`src/sv/sorted_priority_queue_assert.svh`:
```
// Assertion macros used by the sorted priority queue datapath.
`ifndef SORTED_PRIORITY_QUEUE_ASSERT_SVH
`define SORTED_PRIORITY_QUEUE_ASSERT_SVH

// Check a condition at every clock edge outside reset.
`define SPQ_ASSERT(label, clk, rst_n, cond) \
  label: assert property (@(posedge clk) disable iff (!rst_n) (cond)) \
    else $error("sorted_priority_queue: invariant violated");

// Check that an antecedent implies a consequent in the next cycle.
`define SPQ_ASSERT_NEXT(label, clk, rst_n, ante, cons) \
  label: assert property (@(posedge clk) disable iff (!rst_n) (ante) |=> (cons)) \
    else $error("sorted_priority_queue: sequence check failed");

`endif

```
`src/sv/spq_pkg.sv`:
```
// Types, codes and constants for the sorted priority queue.
`timescale 1ns / 1ps
package spq_pkg;

  localparam int unsigned CAPACITY_DEF  = 16;
  localparam int unsigned TAG_BITS      = 32;
  localparam int unsigned PRIORITY_BITS = 16;
  localparam int unsigned OCC_BITS      = 5;

  typedef enum logic {
    OP_ENQUEUE = 1'b0,
    OP_DEQUEUE = 1'b1
  } op_e;

  typedef enum logic [1:0] {
    ST_DONE  = 2'd0,
    ST_FULL  = 2'd1,
    ST_EMPTY = 2'd2
  } status_e;

  typedef enum logic {
    S_IDLE = 1'b0,
    S_EXEC = 1'b1
  } state_e;

  typedef struct packed {
    op_e                              operation;
    logic [TAG_BITS-1:0]              tag;
    logic signed [PRIORITY_BITS-1:0]  priority_req;
  } spq_req_t;

  typedef struct packed {
    status_e                          status;
    logic [TAG_BITS-1:0]              out_tag;
    logic signed [PRIORITY_BITS-1:0]  out_priority;
    logic [OCC_BITS-1:0]              occupancy;
  } spq_rsp_t;

  typedef struct packed {
    logic load_req;
    logic execute;
  } ctrl_cmd_t;

endpackage

```
`src/sv/spq_ctrl.sv`:
```
// Control state machine: request capture, execution and output handshake.
`timescale 1ns / 1ps
module spq_ctrl (
  input  logic               clk_i,
  input  logic               rst_ni,
  input  logic               in_valid_i,
  output logic               in_ready_o,
  output logic               out_valid_o,
  input  logic               out_ready_i,
  output spq_pkg::ctrl_cmd_t cmd_o
);

  spq_pkg::state_e state_q, state_d;
  logic            out_valid_q, out_valid_d;
  logic            accept;
  logic            fire;

  assign accept = in_valid_i && (state_q == spq_pkg::S_IDLE);
  // Execute once the output register is free or being drained.
  assign fire   = (state_q == spq_pkg::S_EXEC) && (!out_valid_q || out_ready_i);

  always_comb begin
    state_d = state_q;
    case (state_q)
      spq_pkg::S_IDLE: begin
        if (accept) state_d = spq_pkg::S_EXEC;
      end
      spq_pkg::S_EXEC: begin
        if (fire) state_d = spq_pkg::S_IDLE;
      end
      default: state_d = spq_pkg::S_IDLE;
    endcase
  end

  always_comb begin
    in_ready_o    = 1'b0;
    cmd_o.load_req = 1'b0;
    cmd_o.execute  = 1'b0;
    out_valid_d   = out_valid_q && !out_ready_i;
    case (state_q)
      spq_pkg::S_IDLE: begin
        in_ready_o     = 1'b1;
        cmd_o.load_req = accept;
      end
      spq_pkg::S_EXEC: begin
        cmd_o.execute = fire;
        if (fire) out_valid_d = 1'b1;
      end
      default: begin
        in_ready_o = 1'b0;
      end
    endcase
  end

  always_ff @(posedge clk_i or negedge rst_ni) begin
    if (!rst_ni) begin
      state_q     <= spq_pkg::S_IDLE;
      out_valid_q <= 1'b0;
    end else begin
      state_q     <= state_d;
      out_valid_q <= out_valid_d;
    end
  end

  assign out_valid_o = out_valid_q;

endmodule

```
`src/sv/spq_datapath.sv`:
```
// Sorted cell array with parallel compare, insert and shift, plus result register.
`timescale 1ns / 1ps
`include "sorted_priority_queue_assert.svh"
module spq_datapath #(
  parameter int unsigned CAPACITY = spq_pkg::CAPACITY_DEF
) (
  input  logic               clk_i,
  input  logic               rst_ni,
  input  spq_pkg::ctrl_cmd_t cmd_i,
  input  spq_pkg::spq_req_t  req_i,
  output spq_pkg::spq_rsp_t  rsp_o
);

  localparam int unsigned CntW = $clog2(CAPACITY + 1);
  localparam int unsigned TW   = spq_pkg::TAG_BITS;
  localparam int unsigned PW   = spq_pkg::PRIORITY_BITS;

  spq_pkg::spq_req_t  req_q;
  spq_pkg::spq_rsp_t  rsp_q, rsp_d;
  logic [CntW-1:0]    count_q, count_d;

  logic [TW-1:0]        tag_q [CAPACITY];
  logic [TW-1:0]        tag_d [CAPACITY];
  logic signed [PW-1:0] pri_q [CAPACITY];
  logic signed [PW-1:0] pri_d [CAPACITY];

  logic [CAPACITY-1:0]  valid;
  logic [CAPACITY-1:0]  gt;
  logic [CAPACITY-1:0]  gt_prev;
  logic [TW-1:0]        up_tag [CAPACITY];
  logic signed [PW-1:0] up_pri [CAPACITY];
  logic [TW-1:0]        dn_tag [CAPACITY];
  logic signed [PW-1:0] dn_pri [CAPACITY];
  logic                 full;
  logic                 empty;
  logic                 enq_ok;

  // Per-cell compare against the pending request.
  always_comb begin
    for (int i = 0; i < CAPACITY; i++) begin
      valid[i] = CntW'(i) < count_q;
      gt[i]    = valid[i] && (pri_q[i] > req_q.priority_req);
    end
  end

  // Neighbor taps: each cell sees the one above and below it, with zeros past either end.
  for (genvar g = 0; g < CAPACITY; g++) begin : g_cell
    if (g == 0) begin : g_first
      assign gt_prev[g] = 1'b0;
      assign up_tag[g]  = '0;
      assign up_pri[g]  = '0;
    end else begin : g_rest
      assign gt_prev[g] = gt[g-1];
      assign up_tag[g]  = tag_q[g-1];
      assign up_pri[g]  = pri_q[g-1];
    end
    if (g == CAPACITY - 1) begin : g_last
      assign dn_tag[g] = '0;
      assign dn_pri[g] = '0;
    end else begin : g_inner
      assign dn_tag[g] = tag_q[g+1];
      assign dn_pri[g] = pri_q[g+1];
    end
  end

  assign full   = count_q == CntW'(CAPACITY);
  assign empty  = count_q == '0;
  assign enq_ok = cmd_i.execute && !full && (req_q.operation == spq_pkg::OP_ENQUEUE);

  always_comb begin
    tag_d   = tag_q;
    pri_d   = pri_q;
    count_d = count_q;
    rsp_d   = rsp_q;
    if (cmd_i.execute) begin
      rsp_d.status       = spq_pkg::ST_DONE;
      rsp_d.out_tag      = '0;
      rsp_d.out_priority = '0;
      if (req_q.operation == spq_pkg::OP_ENQUEUE) begin
        if (full) begin
          rsp_d.status = spq_pkg::ST_FULL;
        end else begin
          for (int i = 0; i < CAPACITY; i++) begin
            if (gt_prev[i]) begin
              tag_d[i] = up_tag[i];
              pri_d[i] = up_pri[i];
            end else if (gt[i] || (CntW'(i) == count_q)) begin
              tag_d[i] = req_q.tag;
              pri_d[i] = req_q.priority_req;
            end
          end
          count_d = count_q + CntW'(1);
        end
      end else begin
        if (empty) begin
          rsp_d.status = spq_pkg::ST_EMPTY;
        end else begin
          rsp_d.out_tag      = tag_q[0];
          rsp_d.out_priority = pri_q[0];
          for (int i = 0; i < CAPACITY; i++) begin
            tag_d[i] = dn_tag[i];
            pri_d[i] = dn_pri[i];
          end
          count_d = count_q - CntW'(1);
        end
      end
      rsp_d.occupancy = spq_pkg::OCC_BITS'(count_d);
    end
  end

  always_ff @(posedge clk_i or negedge rst_ni) begin
    if (!rst_ni) begin
      count_q <= '0;
    end else begin
      count_q <= count_d;
    end
  end

  always_ff @(posedge clk_i) begin
    if (cmd_i.load_req) req_q <= req_i;
    rsp_q <= rsp_d;
    tag_q <= tag_d;
    pri_q <= pri_d;
  end

  assign rsp_o = rsp_q;

  `SPQ_ASSERT(a_count_bound, clk_i, rst_ni, count_q <= CntW'(CAPACITY))
  `SPQ_ASSERT(a_front_order, clk_i, rst_ni, !valid[1] || (pri_q[0] <= pri_q[1]))
  `SPQ_ASSERT_NEXT(a_enq_grows, clk_i, rst_ni, enq_ok, count_q == $past(count_q) + CntW'(1))

endmodule

```
`src/sv/sorted_priority_queue.sv`:
```
// Top level of the sorted priority queue: controller plus cell datapath.
`timescale 1ns / 1ps
//
// Channel  Direction  Handshake                 Payload
// in       input      in_valid_i / in_ready_o   in_data_i  (spq_req_t)
// out      output     out_valid_o / out_ready_i out_data_o (spq_rsp_t)
//
// Each request is captured in S_IDLE; in S_EXEC all cells are then compared and
// updated in parallel and the result register is loaded.
// The execute cycle waits while a previous result sits unclaimed in the
// result register; in_ready_o stays low during that wait, so at most one
// request is held beside one waiting result.
// Reset clears the entry count and handshake state; cell contents are left
// as they are and are never read before being written.
// CAPACITY must fit the occupancy field of the result.
module sorted_priority_queue #(
  parameter int unsigned CAPACITY = spq_pkg::CAPACITY_DEF
) (
  input  logic              clk_i,
  input  logic              rst_ni,
  input  logic              in_valid_i,
  output logic              in_ready_o,
  input  spq_pkg::spq_req_t in_data_i,
  output logic              out_valid_o,
  input  logic              out_ready_i,
  output spq_pkg::spq_rsp_t out_data_o
);

  // Commands from the controller to the datapath: capture and execute.
  spq_pkg::ctrl_cmd_t cmd;

  // Controller: request capture, execution timing and output valid.
  spq_ctrl u_ctrl (
    .clk_i       (clk_i),
    .rst_ni      (rst_ni),
    .in_valid_i  (in_valid_i),
    .in_ready_o  (in_ready_o),
    .out_valid_o (out_valid_o),
    .out_ready_i (out_ready_i),
    .cmd_o       (cmd)
  );

  // Datapath: sorted cell array, insertion and removal, result register.
  spq_datapath #(
    .CAPACITY (CAPACITY)
  ) u_datapath (
    .clk_i  (clk_i),
    .rst_ni (rst_ni),
    .cmd_i  (cmd),
    .req_i  (in_data_i),
    .rsp_o  (out_data_o)
  );

endmodule
```
`config.mk`:
```
export PLATFORM = sky130hd
export DESIGN_NAME = sorted_priority_queue
export DESIGN_NICKNAME = d
export VERILOG_FILES = /design/src/sv/spq_pkg.sv /design/src/sv/spq_ctrl.sv /design/src/sv/spq_datapath.sv /design/src/sv/sorted_priority_queue.sv
export VERILOG_INCLUDE_DIRS = /design/src /design/src/sv
export SDC_FILE = /design/constraint.sdc
export NUM_CORES = 2
export LEC_CHECK = 0
export BUFFER_PORTS_ARGS = -buffer_cell sky130_fd_sc_hd__buf_4
export CORE_UTILIZATION = 55
export DETAILED_ROUTE_END_ITERATION = 12
export PLACE_DENSITY = 0.74
export SLEW_MARGIN = 40
export SYNTH_ARGS = -nofsm -noshare
export SYNTH_HDL_FRONTEND = slang
export SYNTH_SLANG_ARGS = --single-unit
```
`constraint.sdc`:
```
create_clock -name clk_i -period 6 [get_ports clk_i]
set_input_delay 1.2 -clock clk_i [delete_from_list [all_inputs] [get_ports clk_i]]
set_output_delay 1.2 -clock clk_i [all_outputs]
set_load 0.005 [all_outputs]
```
==> results.yml <==
logic_synthesis:
  syn_area_sq_um: 50000
  ys_warn_count: 0
  synth_cell_types: 66
  syn_nets: 4889
  syn_inst: 4575
  avgSynthCellArea_sq_um: 10.93
  synthArstFlopShare_pct: 0.7964
  yosys-top-cells-area: "edfxtp_1 52%, a221o_1 10%, ha_1 6.5%, a21oi_1 6.1%, nand2_1 4.6%"
  yosysSeqAreaShare_pct: 52.72
  yosysTopAreaCell: "edfxtp_1"
  synth.most_common_cell: "edfxtp_1"
  synth_edf_count: 872
  synth_top_flop_cell: "edfxtp_1"
  yosys-top-cells-count: "872 x edfxtp_1, 617 x nand2_1, 606 x a21oi_1, 520 x a221o_1, 451 x clkbuf_1"
  ys_ff_latch: 879
  synth_top_cell_area_share_pct: 52.37
power_and_ir_drop:
  p_leak_nw: 19.94
  totalPowerFinal_mw: 35.77
  worst_ir_drop_vdd_v: 0.0003334
  power_density_nw_per_um2: 646.8
global_route:
  antenna_found_initial: 2
  grt_pass1_wl_mm: 263.6
  globalRoute.totalOverflow: 0
  track_usage_pct: 38.07
  grt_pass1_vias: 41770
  grt_max_degree: 200
clocking:
  cts.sinks: 879
  clk_pin_slew_worst_paths_ps: 70
  ctsHoldBuffers: 0
  cts-root-buf: "clkbuf_16"
  clock_path_buffers: 3
  cts_tree: "done"
  numCtsBuffers: 95
  post_cts_buffers: 0
  cts_resized: 0
  htreeDepth: 3
  clock_latency_ps: 710
timing:
  final-setup-viol-count: 0
  grt_setup_unrepaired: "no"
  timing.final.crit_share_pct: 87.40
  setup_ws_ps: 755.9
  finalCriticalPeriod_ps: 5244
  relSlewSlack_pct: 34.36
  tightestPinTransition_ps: 978.1
  skew_ps: 23.23
  drv_slew: 0
  finalHoldViolCount: 0
  timing.fmax_ghz: 0.1907
worst_setup_path:
  cp-end-kind: "register"
  r2r-start: "u_datapath.req_q[2]"
  start_kind: "register"
  path_max_fanout: 49
  worst_ep_required_time_ps: 6330
  critPathLaunch: "u_datapath.req_q[2]"
  cp.arrival_ps: 5570
  r2r_end: "u_datapath.dn_tag[274]"
  r2r_cells: 11
  endpoint: "u_datapath.dn_tag[274]"
  reg2reg_slack_ps: 760
  path_class: "register to register"
status:
  status: "finished clean"
route:
  route.detailed.drc: 0
  vias_per_cell: 7.539
  drt_iter0_drc: 6306
  totalWireLength_mm: 176.6
  wire_per_inst_um: 31.03
  first_pass_iters: 8
  num_vias: 42910
  ant_nets: 0
layout:
  drive_above_1_share_pct: 10.85
  fin_area_sq_um: 55300
  final_core_util_pct: 61.44
  layout.nets: 4752
  nFillCells: 7241
  diodes: 0
  area_delta_synth_final_pct: 10.60
placed_design:
  dpl-instance-area_sq_um: 52190
  place_congestion: 0.9957
  dp_hpwl_mm: 114.2
  io_buffer_count: 109
  pre_cts_slack_ps: 1106
die:
  core_sq_um: 90010
  die_h_um: 303.5
  io_pins: 110
  dieArea_sq_um: 92130
  rows: 110
  chipWidth_um: 303.5
  initial_core_util_pct: 55.55
job:
  maxCapViolations: 0
hold_path:
  hold_path.class: "input pin to asynchronous set/reset pin"
## critical path: stages, from the launching register on
cell,delay [ps]
edfxtp_1,370
clkinv_1,720
ha_1,630
and3_1,220
a221o_1,370
a22o_1,230
or4_2,550
buf_4,300
and2_2,370
buf_4,290
a31oi_4,190
buf_4,580
## flip-flops by register name, indices dropped and copies added, names as in the netlist
name and count:
u_datapath.tag_q 32, u_datapath.count_q 5, u_datapath.rsp_o 55, u_datapath.pri_q 16, u_ctrl.out_valid_o 1, u_datapath.dn_pri 240, u_ctrl.state_q 1, u_datapath.req_q 49
u_datapath.dn_tag 480
## where the power goes
part / switching, mW / internal [mW]
Clock: 2.67 / 3.29
Combinational: 10.5 / 5.42
Sequential: 2.43 / 11.4
Total: 15.6 / 20.1
## how the worst min path moves through the flow
stage	slack, ps	startpoint	cells past startpoint	endpoint
finish	320	rst_ni	1	u_datapath.count_q[3]
global route	310	rst_ni	1	u_ctrl.state_q
CTS	300	rst_ni	1	u_ctrl.state_q
detailed placement	490	u_ctrl.out_valid_o	2	u_ctrl.out_valid_o
global placement	490	u_ctrl.out_valid_o	2	u_ctrl.out_valid_o
floorplan	490	u_ctrl.out_valid_o	2	u_ctrl.out_valid_o
## per-stage QoR
step,instances,hold slack (ps),TNS [ps]
6_report,5692,316.1,0
4_1_cts,5690,301.8,0
5_1_grt,5692,309.6,0
3_3_place_gp,5514,485.0,0
3_5_place_dp,5515,490.7,0
2_1_floorplan,4575,489.6,-462680
## placed cells by master, fill, tap and decap left out, types with 9 or more instances in the layout
master,netlist,layout
o31ai_1,51,50
nand4_1,99,99
clkinv_1,0,23
a31oi_4,0,9
and3_1,9,9
nand2_1,617,617
and2_2,0,13
clkinv_2,0,11
nand3_1,138,136
and2_1,64,51
clkbuf_16,0,95
buf_12,0,11
nor2b_1,92,86
and4_1,50,50
a41oi_1,58,51
edfxtp_1,872,872
a21oi_1,606,604
inv_1,102,101
o221ai_1,62,62
o21ai_1,0,9
a2bb2oi_1,47,47
o311ai_1,24,19
clkbuf_1,451,23
ha_1,261,261
o311ai_0,32,31
a31oi_1,20,11
nor2_1,46,41
a221o_1,520,520
buf_4,1,254
o21a_1,10,9
a21o_1,69,69
nor3_1,20,20
o21ai_0,71,62
## cells by family after synthesis
kind of cell,count (synthesis),synth area share [%]
buf+inv,608,4.692
xor+xnor,3,0.05256
compound gates,1638,24.43
flops,879,52.72
fa+ha+maj,261,6.531
simple gates,1180,11.44
mux,6,0.1326
## routing by layer
metal | wire [um] | part of all wire [%] | vias up | global-route usage [%]
met5 | 13 | 0.0074 | - | 0
met4 | 14060 | 8.0 | 2 | 26.08
met3 | 17810 | 10 | 682 | 6.104
met2 | 79630 | 45 | 3082 | 58.59
met1 | 65120 | 37 | 21200 | 49.60
li1 | - | - | 17950 | -
## layout make-up
cell class              count  area [sq um]  area share, %
clock buffers             119          2477          4.480
clock inverters            56         574.3          1.038
inverters                 103         394.1         0.7127
multi-input cells        3088         21810          39.44
flip-flops and latches    879         26360          47.67
well taps                1176          1471          2.661
repair buffers            271          2215          4.005
Power figures use the tool's default switching activity.
